<file path="config.mk">
export PLATFORM = sky130hd
export DESIGN_NAME = efcu_control
export DESIGN_NICKNAME = d
export VERILOG_FILES = /design/src/hdl/efcu_pkg.sv /design/src/hdl/efcu_control.sv
export SDC_FILE = /design/constraint.sdc
export NUM_CORES = 1
export LEC_CHECK = 0
export ABC_AREA = 1
export BUFFER_PORTS_ARGS = -buffer_cell sky130_fd_sc_hd__buf_2
export CORE_UTILIZATION = 50
export CTS_BUF_LIST = sky130_fd_sc_hd__clkbuf_16
export DETAILED_ROUTE_END_ITERATION = 16
export PLACE_DENSITY = 0.81
export SYNTH_ARGS = -nofsm -noshare
export SYNTH_HDL_FRONTEND = slang
export SYNTH_SLANG_ARGS = --single-unit
</file>
<file path="constraint.sdc">
create_clock -name clk -period 1.8 [get_ports clk]
set_clock_uncertainty 0.15 [all_clocks]
set_input_delay 0 -clock clk [delete_from_list [all_inputs] [get_ports clk]]
set_output_delay 0 -clock clk [all_outputs]
set_load 0.02 [all_outputs]
</file>
<file path="src/hdl/efcu_pkg.sv">
`timescale 1ns / 1ps
`default_nettype none
// ----------------------------------------------------------------------------
// efcu_pkg: Fly-camera pose tracker package
// Operation codes, angle constants, the arctangent table and the command and
// status types shared by the controller and the datapath.
// ----------------------------------------------------------------------------
package efcu_pkg;

    typedef enum logic [1:0] {
        OP_MOVE = 2'd0,
        OP_LOOK = 2'd1,
        OP_SET  = 2'd2
    } op_t;

    localparam logic [1:0] DIR_FWD   = 2'd0;
    localparam logic [1:0] DIR_BACK  = 2'd1;
    localparam logic [1:0] DIR_LEFT  = 2'd2;
    localparam logic [1:0] DIR_RIGHT = 2'd3;

    localparam logic CFG_MOVE_SPEED  = 1'b0;
    localparam logic CFG_SENSITIVITY = 1'b1;

    localparam logic [16:0] YAW_FULL  = 17'd92160;
    localparam int          PITCH_LIM = 22784;
    localparam logic signed [33:0] CORDIC_GAIN = 34'sd652032875;
    localparam logic signed [25:0] DEG90  = 26'sd5898240;
    localparam logic signed [25:0] DEG180 = 26'sd11796480;
    localparam logic signed [25:0] DEG270 = 26'sd17694720;
    localparam logic signed [25:0] DEG360 = 26'sd23592960;
    localparam logic signed [15:0] UNIT   = 16'sd16384;
    localparam int ATAN_COUNT = 24;

    typedef enum logic [2:0] {
        CMD_NONE,
        CMD_LOAD,
        CMD_SCALE,
        CMD_WRAP,
        CMD_CORDIC_INIT,
        CMD_CORDIC_STEP,
        CMD_CORDIC_DONE,
        CMD_BUILD
    } cmd_code_t;

    typedef struct packed {
        cmd_code_t code;
        logic      second;
        logic      wr_move;
        logic      wr_set;
        logic      wr_look;
    } dp_cmd_t;

    typedef struct packed {
        logic wrap_busy;
        logic cordic_last;
    } dp_status_t;

    function automatic logic signed [22:0] atan_deg16(input logic [4:0] i);
        logic signed [22:0] r;
        begin
            case (i)
                5'd0:  r = 23'sd2949120;
                5'd1:  r = 23'sd1740967;
                5'd2:  r = 23'sd919879;
                5'd3:  r = 23'sd466945;
                5'd4:  r = 23'sd234379;
                5'd5:  r = 23'sd117304;
                5'd6:  r = 23'sd58666;
                5'd7:  r = 23'sd29335;
                5'd8:  r = 23'sd14668;
                5'd9:  r = 23'sd7334;
                5'd10: r = 23'sd3667;
                5'd11: r = 23'sd1833;
                5'd12: r = 23'sd917;
                5'd13: r = 23'sd458;
                5'd14: r = 23'sd229;
                5'd15: r = 23'sd115;
                5'd16: r = 23'sd57;
                5'd17: r = 23'sd29;
                5'd18: r = 23'sd14;
                5'd19: r = 23'sd7;
                5'd20: r = 23'sd4;
                5'd21: r = 23'sd2;
                5'd22: r = 23'sd1;
                default: r = 23'sd0;
            endcase
            return r;
        end
    endfunction

endpackage
`default_nettype wire

</file>
<file path="src/hdl/efcu_control.sv">
`timescale 1ns / 1ps
`default_nettype none
// ----------------------------------------------------------------------------
// efcu_control: Fly-camera pose controller
// Sequences one item through load, move steps or the look path, then holds
// the result beat until it is taken.
// ----------------------------------------------------------------------------
module efcu_control (
    input  wire logic              clk,
    input  wire logic              rst_n,
    input  wire logic              in_valid,
    output logic                   in_ready,
    output logic                   out_valid,
    input  wire logic              out_ready,
    input  wire logic [1:0]        operation,
    input  wire logic [1:0]        move_direction,
    output efcu_pkg::dp_cmd_t      cmd,
    input  wire efcu_pkg::dp_status_t status
);

    typedef enum logic [3:0] {
        S_IDLE, S_DECODE, S_MOVE, S_SCALE, S_WRAP, S_CINIT, S_CSTEP, S_CDONE,
        S_BUILD, S_OUT
    } state_t;

    state_t state_reg, state_next;
    logic [1:0] op_reg, cnt_reg, cnt_next;
    logic second_reg, second_next, side_reg;
    logic accept;

    assign accept = in_valid && in_ready;
    assign in_ready = (state_reg == S_IDLE);
    assign out_valid = (state_reg == S_OUT);

    always_comb
    begin
        state_next = state_reg;
        cnt_next = cnt_reg;
        second_next = second_reg;
        cmd = '{code: efcu_pkg::CMD_NONE, second: second_reg, wr_move: 1'b0,
                wr_set: 1'b0, wr_look: 1'b0};
        case (state_reg)
            S_IDLE:
            begin
                if (accept) begin
                    cmd.code = efcu_pkg::CMD_LOAD;
                    cmd.wr_set = (operation == efcu_pkg::OP_SET);
                    state_next = S_DECODE;
                end
            end
            S_DECODE:
            begin
                cnt_next = '0;
                second_next = 1'b0;
                if (op_reg == efcu_pkg::OP_MOVE || op_reg == efcu_pkg::OP_LOOK)
                    state_next = S_SCALE;
                else
                    state_next = S_OUT;
            end
            S_SCALE:
            begin
                cmd.code = efcu_pkg::CMD_SCALE;
                cmd.wr_look = (op_reg == efcu_pkg::OP_LOOK);
                state_next = (op_reg == efcu_pkg::OP_MOVE) ? S_MOVE : S_WRAP;
            end
            S_MOVE:
            begin
                cmd.wr_move = 1'b1;
                cnt_next = cnt_reg + 2'd1;
                if ((side_reg && cnt_reg == 2'd1) || cnt_reg == 2'd2) state_next = S_OUT;
            end
            S_WRAP:
            begin
                cmd.code = efcu_pkg::CMD_WRAP;
                if (!status.wrap_busy) state_next = S_CINIT;
            end
            S_CINIT:
            begin
                cmd.code = efcu_pkg::CMD_CORDIC_INIT;
                state_next = S_CSTEP;
            end
            S_CSTEP:
            begin
                cmd.code = efcu_pkg::CMD_CORDIC_STEP;
                if (status.cordic_last) state_next = S_CDONE;
            end
            S_CDONE:
            begin
                cmd.code = efcu_pkg::CMD_CORDIC_DONE;
                cnt_next = '0;
                if (second_reg) state_next = S_BUILD;
                else begin
                    second_next = 1'b1;
                    state_next = S_CINIT;
                end
            end
            S_BUILD:
            begin
                cmd.code = efcu_pkg::CMD_BUILD;
                cnt_next = cnt_reg + 2'd1;
                if (cnt_reg == 2'd2) state_next = S_OUT;
            end
            S_OUT:
            begin
                if (out_ready) state_next = S_IDLE;
            end
            default:
            begin
                state_next = S_IDLE;
            end
        endcase
    end

    always_ff @(posedge clk or negedge rst_n)
    begin
        if (!rst_n) begin
            state_reg <= S_IDLE;
            op_reg <= '0;
            cnt_reg <= '0;
            second_reg <= 1'b0;
            side_reg <= 1'b0;
        end else begin
            state_reg <= state_next;
            cnt_reg <= cnt_next;
            second_reg <= second_next;
            if (accept) begin
                op_reg <= operation;
                side_reg <= move_direction[1];
            end
        end
    end

endmodule
`default_nettype wire

</file>
==> metrics.txt, run 1 <==
outcome=finished clean; main combinational cell family by area after synthesis=simple AND/OR/NAND/NOR gates; via/cell ratio=5.08; net switching power=0.000852 W; r2r worst-path depth=8; Die Y=40.1 um; synth unique cells=18; Starting DRT DRC Count=11; Sink Count=10; Crit path top cell by count=nand2_1; Final Hold Fails=0; DR vias=742; most common cell in the netlist=nand2_1; CP endpoint kind=primary output; fillers=107; Period minus WS final=1.66 ns; Worst Path Buf+Inv=1; CP top delay family=simple AND/OR/NAND/NOR gates; Mapped Cells=106; clock root buffer=clkbuf_16; Pwr Density=1870 mW/mm^2; CTS tree=done; Congestion Overflow GR=0; drt first pass iters=4; GR Util All Layers=24.0%; Hold/Removal Path Class=primary input to asynchronous set/reset pin; FFs w/ async S/R, synth=100%; mux share of post-synthesis cell area=0%; Post-Syn Area=724 um^2; Post-synth EDFFs=0; PortBufs=17; HPWL Detailed=1.21 mm; dpl cells=137; R2R Path End=state_reg[3]$_DFFE_PN0P_; Final Setup Violations=0; placed cell areas=821 um^2; Final nets=145; Tcrit/Tclk final=92.5%; Ys Warns=0; first-pass GRT wire length=2.49 mm; Mapped Avg Cell Area=6.83 um^2; Worst slew margin=82.3%; MaxCap Viol Count=0; Max FO, Critical Path=5; top cell type by total area after synthesis=dfrtp_1; WP data required=1.65 ns; initial antenna violation count=0; Simple-Gate Fraction of Synth Area=47.3%; RePlAce Congestion=0.846; Crit path depth=6; Setup CP Type=flip-flop to primary output; fin. max-slew vios=0; crit path max-delay cell type=dfrtp_1; number of flip-flops in the largest register=4; CP peak stage delay=0.44 ns; row cnt=13; Compound-Gate Fraction of Synth Area=6.39%; Antenna Nets Post-Route=0; top cells by count, synth=nand2_1, nand3_1, nor2_1; DR WL/cell=11.1 um; Worst Max-Slew Pin Slew=0.266 ns; Fmax=601 MHz; post-route cell area=966 um^2; clock latency on the worst-skew pair=0.23 ns; Reg2Reg Setup Slack=0.34 ns; io pins=19; xor/xnor share of the synthesized area=0%; Antenna diodes=0; FF+latch area=250 um^2; adder-cell share of the synthesized area=3.45%; clock share of power=20.8%; Core Area=0.00132 mm^2; Pint=0.000955 W; Pleak=0.526 nW; sequential power share=24.8%; synth top area cells=dfrtp_1, nand2_1, nand3_1, nor2_2, nor2_1; Comb power frac=54.4%; multi-input combinational cell area=424 um^2; largest net degree at the start of global routing=11; Clock Tree Buf Depth=2; Die Area=0.00161 mm^2; final setup margin=0.135 ns; crit path launch type=flip-flop; layout cell share with drive strength beyond 1=33.6%; CP arrival=1.51 ns; switch share=47.1%; routed wire length=1.63 mm; DRC viols=0; final std cells w/o fill=146; P&R area growth vs syn=33.3%; Post-CTS Setup Bufs=0; vias in the first global route=599; number of CTS-inserted buffers=3; Setup TNS Final=0 ns; ys flop type=dfrtp_1; Die X=40.1 um; RSZ-0062 raised after global routing=no; Critical Path Source=state_reg[2]$_DFFE_PN0P_; dpl ws=0.251 ns; initial core utilization=55.0%; Synth Register Bits=10; H-tree depth reported by CTS=1; Worst R2R Start=state_reg[0]$_DFFE_PN0P_; share of the synthesized area in the top cell type=34.5%; worst vdd ir=1020 uV; syn nets=118; CP Cell Sequence=nor2_2 > nand2_1 > nor2_4 > nand2_1 > nor2_1 > buf_2; sequential area share after synthesis=34.5%; CTS clk-pin slew, worst paths=0.04 ns
timing repair:
action	in CTS	in global routing
endpoints found under the hold margin	14	0
hold buffers	6	0
resized for setup	0	3
endpoints found under the setup margin	0	2
layout make-up:
cell class                 count  area share, %
timing repair buffer          23           15.0
inverter                      14           5.44
multi-input combinational     81           43.9
tap                           15           1.94
sequential                    10           25.9
clock buffer                   3           7.77
through the flow:
step / power [W] / hold WS (ns) / util [%]
after floorplan: 0.00117 / -0.446 / -
after global placement: 0.00137 / -0.286 / 62.3
after detailed placement: 0.00139 / -0.279 / 62.3
after CTS: 0.00180 / 0.0182 / 72.6
after global routing: 0.00197 / 0.0469 / 73.3
final: 0.00181 / 0.0131 / 73.3
layer usage:
metal	vias up	wire length, um	GRT usage [%]
met3	5	68	5.00
met1	327	765	32.1
li1	389	-	-
met4	0	31	10.3
met5	-	0	0
met2	21	759	37.1
placed cells by master, fill, tap and decap left out, drive strengths merged, types with 2 or more instances in the layout:
cell type,netlist,routed
nand2,34,34
buf,1,17
dlygate4sd3,0,6
nor2,24,24
dfrtp,10,10
ha,2,2
inv,14,14
clkbuf,0,3
nand3,12,12
o21ai,5,5
power groups by stage:
| stage | sequential (W) | combinational [W] | clock [W] |
|---|---|---|---|
| final | 0.000448 | 0.000984 | 0.000375 |
| after global routing | 0.000466 | 0.00111 | 0.000392 |
| after CTS | 0.000439 | 0.000973 | 0.000384 |
| after detailed placement | 0.000441 | 0.000953 | 0 |
| after global placement | 0.000436 | 0.000933 | 0 |
| after floorplan | 0.000417 | 0.000754 | 0 |
cells by family after synthesis:
| kind of cell | count (synthesis) |
|---|---|
| AOI/OAI and AO/OA | 8 |
| DFF | 10 |
| buffers and inverters | 15 |
| adders and majority gates | 2 |
| and+or+nand+nor | 71 |
worst max path at each step:
| stage | to | slack (ns) |
|---|---|---|
| floorplan | cmd[1] | 0.40 |
| global placement | cmd[1] | 0.33 |
| detailed placement | cmd[1] | 0.25 |
| CTS | cmd[1] | 0.01 |
| global route | cmd[1] | 0.01 |
| finish | cmd[1] | 0.14 |
Note: power is estimated with default switching activity, not from simulation.
==> inputs of run 2 (changes only) <==
--- a/config.mk
+++ b/config.mk
@@ -8,7 +8,7 @@
 export ABC_AREA = 1
 export BUFFER_PORTS_ARGS = -buffer_cell sky130_fd_sc_hd__buf_2
 export CORE_UTILIZATION = 50
-export CTS_BUF_LIST = sky130_fd_sc_hd__clkbuf_16
+export CTS_BUF_LIST = sky130_fd_sc_hd__clkbuf_4 sky130_fd_sc_hd__clkbuf_8 sky130_fd_sc_hd__clkbuf_16
 export DETAILED_ROUTE_END_ITERATION = 16
 export PLACE_DENSITY = 0.81
 export SYNTH_ARGS = -nofsm -noshare
==> metrics.txt, run 2 (synthesized netlist as in run 1, its figures left out) <==
initial antenna violation count=0 (unchanged); Antenna diodes=0 (unchanged); Period minus WS final=1.67 ns (+0.00458 ns); Core Area=0.00132 mm^2 (unchanged); RSZ-0062 raised after global routing=no; PortBufs=17 (unchanged); Worst slew margin=69.4% (-13 points); final std cells w/o fill=147 (+0.68%); routed wire length=1.55 mm (-4.7%); r2r worst-path depth=8 (unchanged); Pleak=0.509 nW (-3.3%); Setup CP Type=flip-flop to primary output; Worst setup endpoint=cmd[1]; Die X=40.1 um (unchanged); largest net degree at the start of global routing=11 (unchanged); HPWL Detailed=1.21 mm (unchanged); Congestion Overflow GR=0 (unchanged); layout cell share with drive strength beyond 1=33.3% (-0.25 points); DR WL/cell=10.5 um (-5.3%); via/cell ratio=5.03 (-0.95%); Worst R2R Start=state_reg[0]$_DFFE_PN0P_; commonest non-fill, non-tap cell in the layout=nand2_1; drt first pass iters=4 (unchanged); CP arrival=1.52 ns (about the same); first-pass GRT wire length=2.36 mm (-5.3%); crit path launch type=flip-flop; WP data required=1.65 ns (about the same); Final nets=146 (+0.69%); Critical Path Source=state_reg[0]$_DFFE_PN0P_; M2 GR Usage=33.9% (-3.2 points); Post-CTS Setup Bufs=0 (unchanged); Clock Tree Buf Depth=2 (unchanged); DR vias=740 (-0.27%); Worst Max-Slew Pin Slew=0.457 ns (+0.192 ns); met1 track utilization from global routing=31.6% (-0.46 points); met3 usage in global routing=1.67% (-3.3 points); RePlAce Congestion=0.846 (unchanged); outcome=finished clean; R2R Path End=state_reg[3]$_DFFE_PN0P_; Max FO, Critical Path=6 (+1); Final Hold Fails=0 (unchanged); Fmax=599 MHz (-0.27%); number of flip-flops in the largest register=4 (unchanged); clock root buffer=clkbuf_4; GR Util All Layers=22.5% (-1.4 points); Final Setup Violations=0 (unchanged); Pwr Density=1700 mW/mm^2 (-9.3%); Setup TNS Final=0 ns (unchanged); MaxCap Viol Count=0 (unchanged); H-tree depth reported by CTS=1 (unchanged); CTS clk-pin slew, worst paths=0.06 ns (+0.02 ns); initial core utilization=55.0% (unchanged); Die Y=40.1 um (unchanged); Hold/Removal Path Class=primary input to flip-flop; Starting DRT DRC Count=27 (+16); clock latency on the worst-skew pair=0.26 ns (+0.03 ns); fillers=118 (+10%); Reg2Reg Setup Slack=0.38 ns (+0.04 ns); Tcrit/Tclk final=92.7% (+0.25 points); dpl cells=137 (unchanged); fin. max-slew vios=0 (unchanged); most frequent cells in the layout=nand2_1, buf_2, nand3_1; P&R area growth vs syn=28.2%; worst vdd ir=921 uV (-9.6%); gr busiest metal=met2; row cnt=13 (unchanged); io pins=19 (unchanged); Sink Count=10 (unchanged); Die Area=0.00161 mm^2 (unchanged); number of CTS-inserted buffers=3 (unchanged); vias in the first global route=571 (-4.7%); CTS tree=done; Antenna Nets Post-Route=0 (unchanged); DRC viols=0 (unchanged); CP endpoint kind=primary output
[run 2: cell types whose count changed in the layout (fill, tap and decap cells not counted)]
cell	change
nor2_4	+1
clkbuf_16	-3
dlygate4sd3_1	+1
clkbuf_4	+3
nor2_2	-1
[run 2: final cells by class]
type	instances	area, um^2	share of cell area, %
tap	15	18.8	2.02
inverter	14	52.6	5.66
timing repair buffer	24	155	16.7
clock buffer	3	22.5	2.43
multi-input combinational	81	429	46.2
sequential	10	250	27.0
[run 2: metrics by stage]
step / setup WS [ns] / utilization, % / hold slack (ns) / total power [W] / area (um^2)
after floorplan: 0.401 / - / -0.446 / 0.00117 / 724
after global placement: 0.335 / 62.3 / -0.286 / 0.00137 / 821
after CTS: 0.0329 / 69.5 / 0.0177 / 0.00156 / 916
after global routing: 0.0175 / 70.5 / 0.0851 / 0.00174 / 928
after detailed placement: 0.251 / 62.3 / -0.279 / 0.00139 / 821
final: 0.131 / 70.5 / 0.0228 / 0.00158 / 928
[run 2: repair_timing]
| action | 4_1_cts | 5_1_grt |
|---|---|---|
| resized for setup | 1 | 3 |
| setup endpoints to repair | 1 | 2 |
| gates cloned | 0 | 0 |
| hold buffers | 7 | 0 |
| hold endpoints to repair | 14 | 0 |
[run 2: critical path: stages (launching register included)]
cell     delay, ns
dfrtp_1       0.47
nor2_2        0.20
nand2_1       0.13
nor2_4        0.14
nand2_1       0.08
nor2_1        0.09
buf_2         0.17
[run 2: worst min path at each step]
stage	startpoint	to	slack (ns)	cells past startpoint
2_1_floorplan	rst_n	cnt_reg[0]$_DFFE_PN0P_	-0.45	0
5_1_grt	status[1]	state_reg[0]$_DFFE_PN0P_	0.09	6
3_3_place_gp	rst_n	state_reg[2]$_DFFE_PN0P_	-0.29	1
4_1_cts	status[1]	state_reg[0]$_DFFE_PN0P_	0.02	6
3_5_place_dp	rst_n	state_reg[2]$_DFFE_PN0P_	-0.28	1
6_report	status[1]	state_reg[0]$_DFFE_PN0P_	0.02	6
[run 2: power by group]
group	total [W]	internal, W	switching, W
sequential	0.000452	0.000327	0.000125
clock	0.000142	0.0000766	0.0000657
combinational	0.000981	0.000347	0.000634
total	0.00158	0.000750	0.000825
[run 2: per-layer routing]
metal  vias up  share of wire (%)
li1        387                  -
met1       321                 47
met2        27                 46
met3         5                4.8
met4         0                2.1
met5         -                  0
==> inputs of run 3 (changes only) <==
--- a/config.mk
+++ b/config.mk
@@ -10,6 +10,7 @@
 export CORE_UTILIZATION = 50
 export CTS_BUF_LIST = sky130_fd_sc_hd__clkbuf_4 sky130_fd_sc_hd__clkbuf_8 sky130_fd_sc_hd__clkbuf_16
 export DETAILED_ROUTE_END_ITERATION = 16
+export GPL_TIMING_DRIVEN = 0
 export PLACE_DENSITY = 0.81
 export SYNTH_ARGS = -nofsm -noshare
 export SYNTH_HDL_FRONTEND = slang
==> metrics.txt, run 3 (synthesized netlist as in run 1, its figures left out) <==
outcome=finished clean; RePlAce Congestion=0.848 (+0.27%); CP Cell Sequence=nor2_2 > nand2_1 > nor2_4 > nand2_1 > nor2_1 > buf_2; Die Y=40.1 um (unchanged); final std cells w/o fill=148 (+0.68%); row cnt=13 (unchanged); Final nets=147 (+0.68%); RSZ-0062 raised after global routing=no; Setup CP Type=flip-flop to primary output; Worst slew margin=68.5% (-0.93 points); CTS tree=done; CP peak stage delay=0.47 ns (about the same); routed wire length=1.60 mm (+3.6%); Congestion Overflow GR=0 (unchanged); GR Util All Layers=23.4% (+0.82 points); most frequent cells in the layout=nand2_1, buf_2, nand3_1; placed cell areas=828 um^2 (+0.91%); Worst Max-Slew Pin Slew=0.471 ns (+0.0139 ns); final setup margin=0.130 ns (-0.000981 ns); P&R area growth vs syn=29.2%; DRC viols=0 (unchanged); io pins=19 (unchanged); PortBufs=17 (unchanged); Crit path top cell by count=nand2_1; Antenna diodes=0 (unchanged); Die Area=0.00161 mm^2 (unchanged); layout cell share with drive strength beyond 1=33.8% (+0.50 points); post-route cell area=936 um^2 (+0.81%); MaxCap Viol Count=0 (unchanged); number of CTS-inserted buffers=3 (unchanged); Starting DRT DRC Count=16 (-41%); Pwr Density=1710 mW/mm^2 (+0.52%); DR vias=735 (-0.68%); Antenna Nets Post-Route=0 (unchanged); CP endpoint kind=primary output; crit path launch type=flip-flop; HPWL Detailed=1.22 mm (+0.97%); Tcrit/Tclk final=92.8% (about the same); Die X=40.1 um (unchanged); dpl ws=0.280 ns (+0.0288 ns); Clock Tree Buf Depth=2 (unchanged); fin. max-slew vios=0 (unchanged); Fmax=599 MHz (about the same); final core utilization=71.0% (+0.57 points); initial antenna violation count=0 (unchanged); largest net degree at the start of global routing=11 (unchanged); worst vdd ir=1020 uV (+11%); crit path max-delay cell type=dfrtp_1; first-pass GRT wire length=2.45 mm (+3.8%); via/cell ratio=4.97 (-1.3%); fillers=121 (+2.5%); clock root buffer=clkbuf_4; Final Hold Fails=0 (unchanged); number of flip-flops in the largest register=4 (unchanged); Setup TNS Final=0 ns (unchanged); dpl cells=138 (+0.73%); CP arrival=1.52 ns (about the same); CTS clk-pin slew, worst paths=0.06 ns (about the same); Worst Path Buf+Inv=1 (unchanged); Max FO, Critical Path=6 (unchanged); commonest non-fill, non-tap cell in the layout=nand2_1; Final Setup Violations=0 (unchanged); DR WL/cell=10.8 um (+2.9%); Hold/Removal Path Class=primary input to flip-flop; clock latency on the worst-skew pair=0.26 ns (about the same); drt first pass iters=4 (unchanged); initial core utilization=55.0% (unchanged); vias in the first global route=593 (+3.9%); Period minus WS final=1.67 ns (+0.000981 ns); Core Area=0.00132 mm^2 (unchanged); Pleak=0.514 nW (+1.1%); Sink Count=10 (unchanged); CP top delay family=simple AND/OR/NAND/NOR gates; H-tree depth reported by CTS=1 (unchanged); WP data required=1.65 ns (about the same)
-- run 3: cell count changes in the layout (fill, tap and decap cells not counted), sizes merged --
cell / before / now
buf: 17 / 18
-- run 3: cell type report --
type	count	area, um^2	area share (%)
Multi-Input combinational cell	81	429	45.9
Buffer	1	7.51	0.802
Tap cell	15	18.8	2.01
Timing Repair Buffer	24	155	16.6
Sequential cell	10	250	26.7
Clock buffer	3	22.5	2.41
Inverter	14	52.6	5.61
-- run 3: path summary, 6_finish.rpt --
| path | end | startpoint | slack, ns | depth (start not counted) |
|---|---|---|---|---|
| max in group asynchronous | cnt_reg[1]$_DFFE_PN0P_ | rst_n | 0.57 | 3 |
| min reg2reg | side_reg$_DFFE_PN0P_ | side_reg$_DFFE_PN0P_ | 0.35 | 2 |
| max | cmd[1] | state_reg[0]$_DFFE_PN0P_ | 0.13 | 6 |
| min | state_reg[0]$_DFFE_PN0P_ | status[1] | 0.02 | 6 |
| max reg2reg | state_reg[3]$_DFFE_PN0P_ | state_reg[3]$_DFFE_PN0P_ | 0.34 | 7 |
| min in group asynchronous | state_reg[0]$_DFFE_PN0P_ | rst_n | 0.61 | 3 |
-- run 3: layer usage --
metal | vias to the layer above | wire length [um] | GRT usage [%]
met5 | - | 0 | 0
met4 | 0 | 14 | 13.8
met3 | 2 | 69 | 1.67
met2 | 27 | 734 | 34.7
met1 | 318 | 786 | 33.0
li1 | 388 | - | -
-- run 3: timing repair --
action / 4_1_cts / 5_1_grt
hold buffers: 7 / 0
setup endpoints to repair: 1 / 2
resized for setup: 1 / 3
gates cloned: 0 / 0
hold endpoints to repair: 14 / 0
setup buffers: 0 / 0
-- run 3: worst register-to-register path, stage by stage (launching register included) --
cell,delay [ns]
dfrtp_1,0.46
inv_2,0.12
nand2_1,0.13
nor2_2,0.20
nand2_1,0.07
nand3_1,0.10
nand3_1,0.09
nand2_1,0.08
-- run 3: power breakdown --
group | internal (W) | switching, W | leakage [nW]
Clock | 0.0000768 | 0.0000682 | 0.0138
Combinational | 0.000355 | 0.000643 | 0.372
Sequential | 0.000327 | 0.000127 | 0.129
Total | 0.000759 | 0.000837 | 0.514
-- run 3: through the flow --
| stage | power (W) | hold slack [ns] |
|---|---|---|
| 5_1_grt | 0.00174 | 0.0507 |
| 4_1_cts | 0.00157 | 0.0123 |
| 2_1_floorplan | 0.00117 | -0.446 |
| 6_report | 0.00160 | 0.0202 |
| 3_3_place_gp | 0.00138 | -0.285 |
| 3_5_place_dp | 0.00140 | -0.276 |
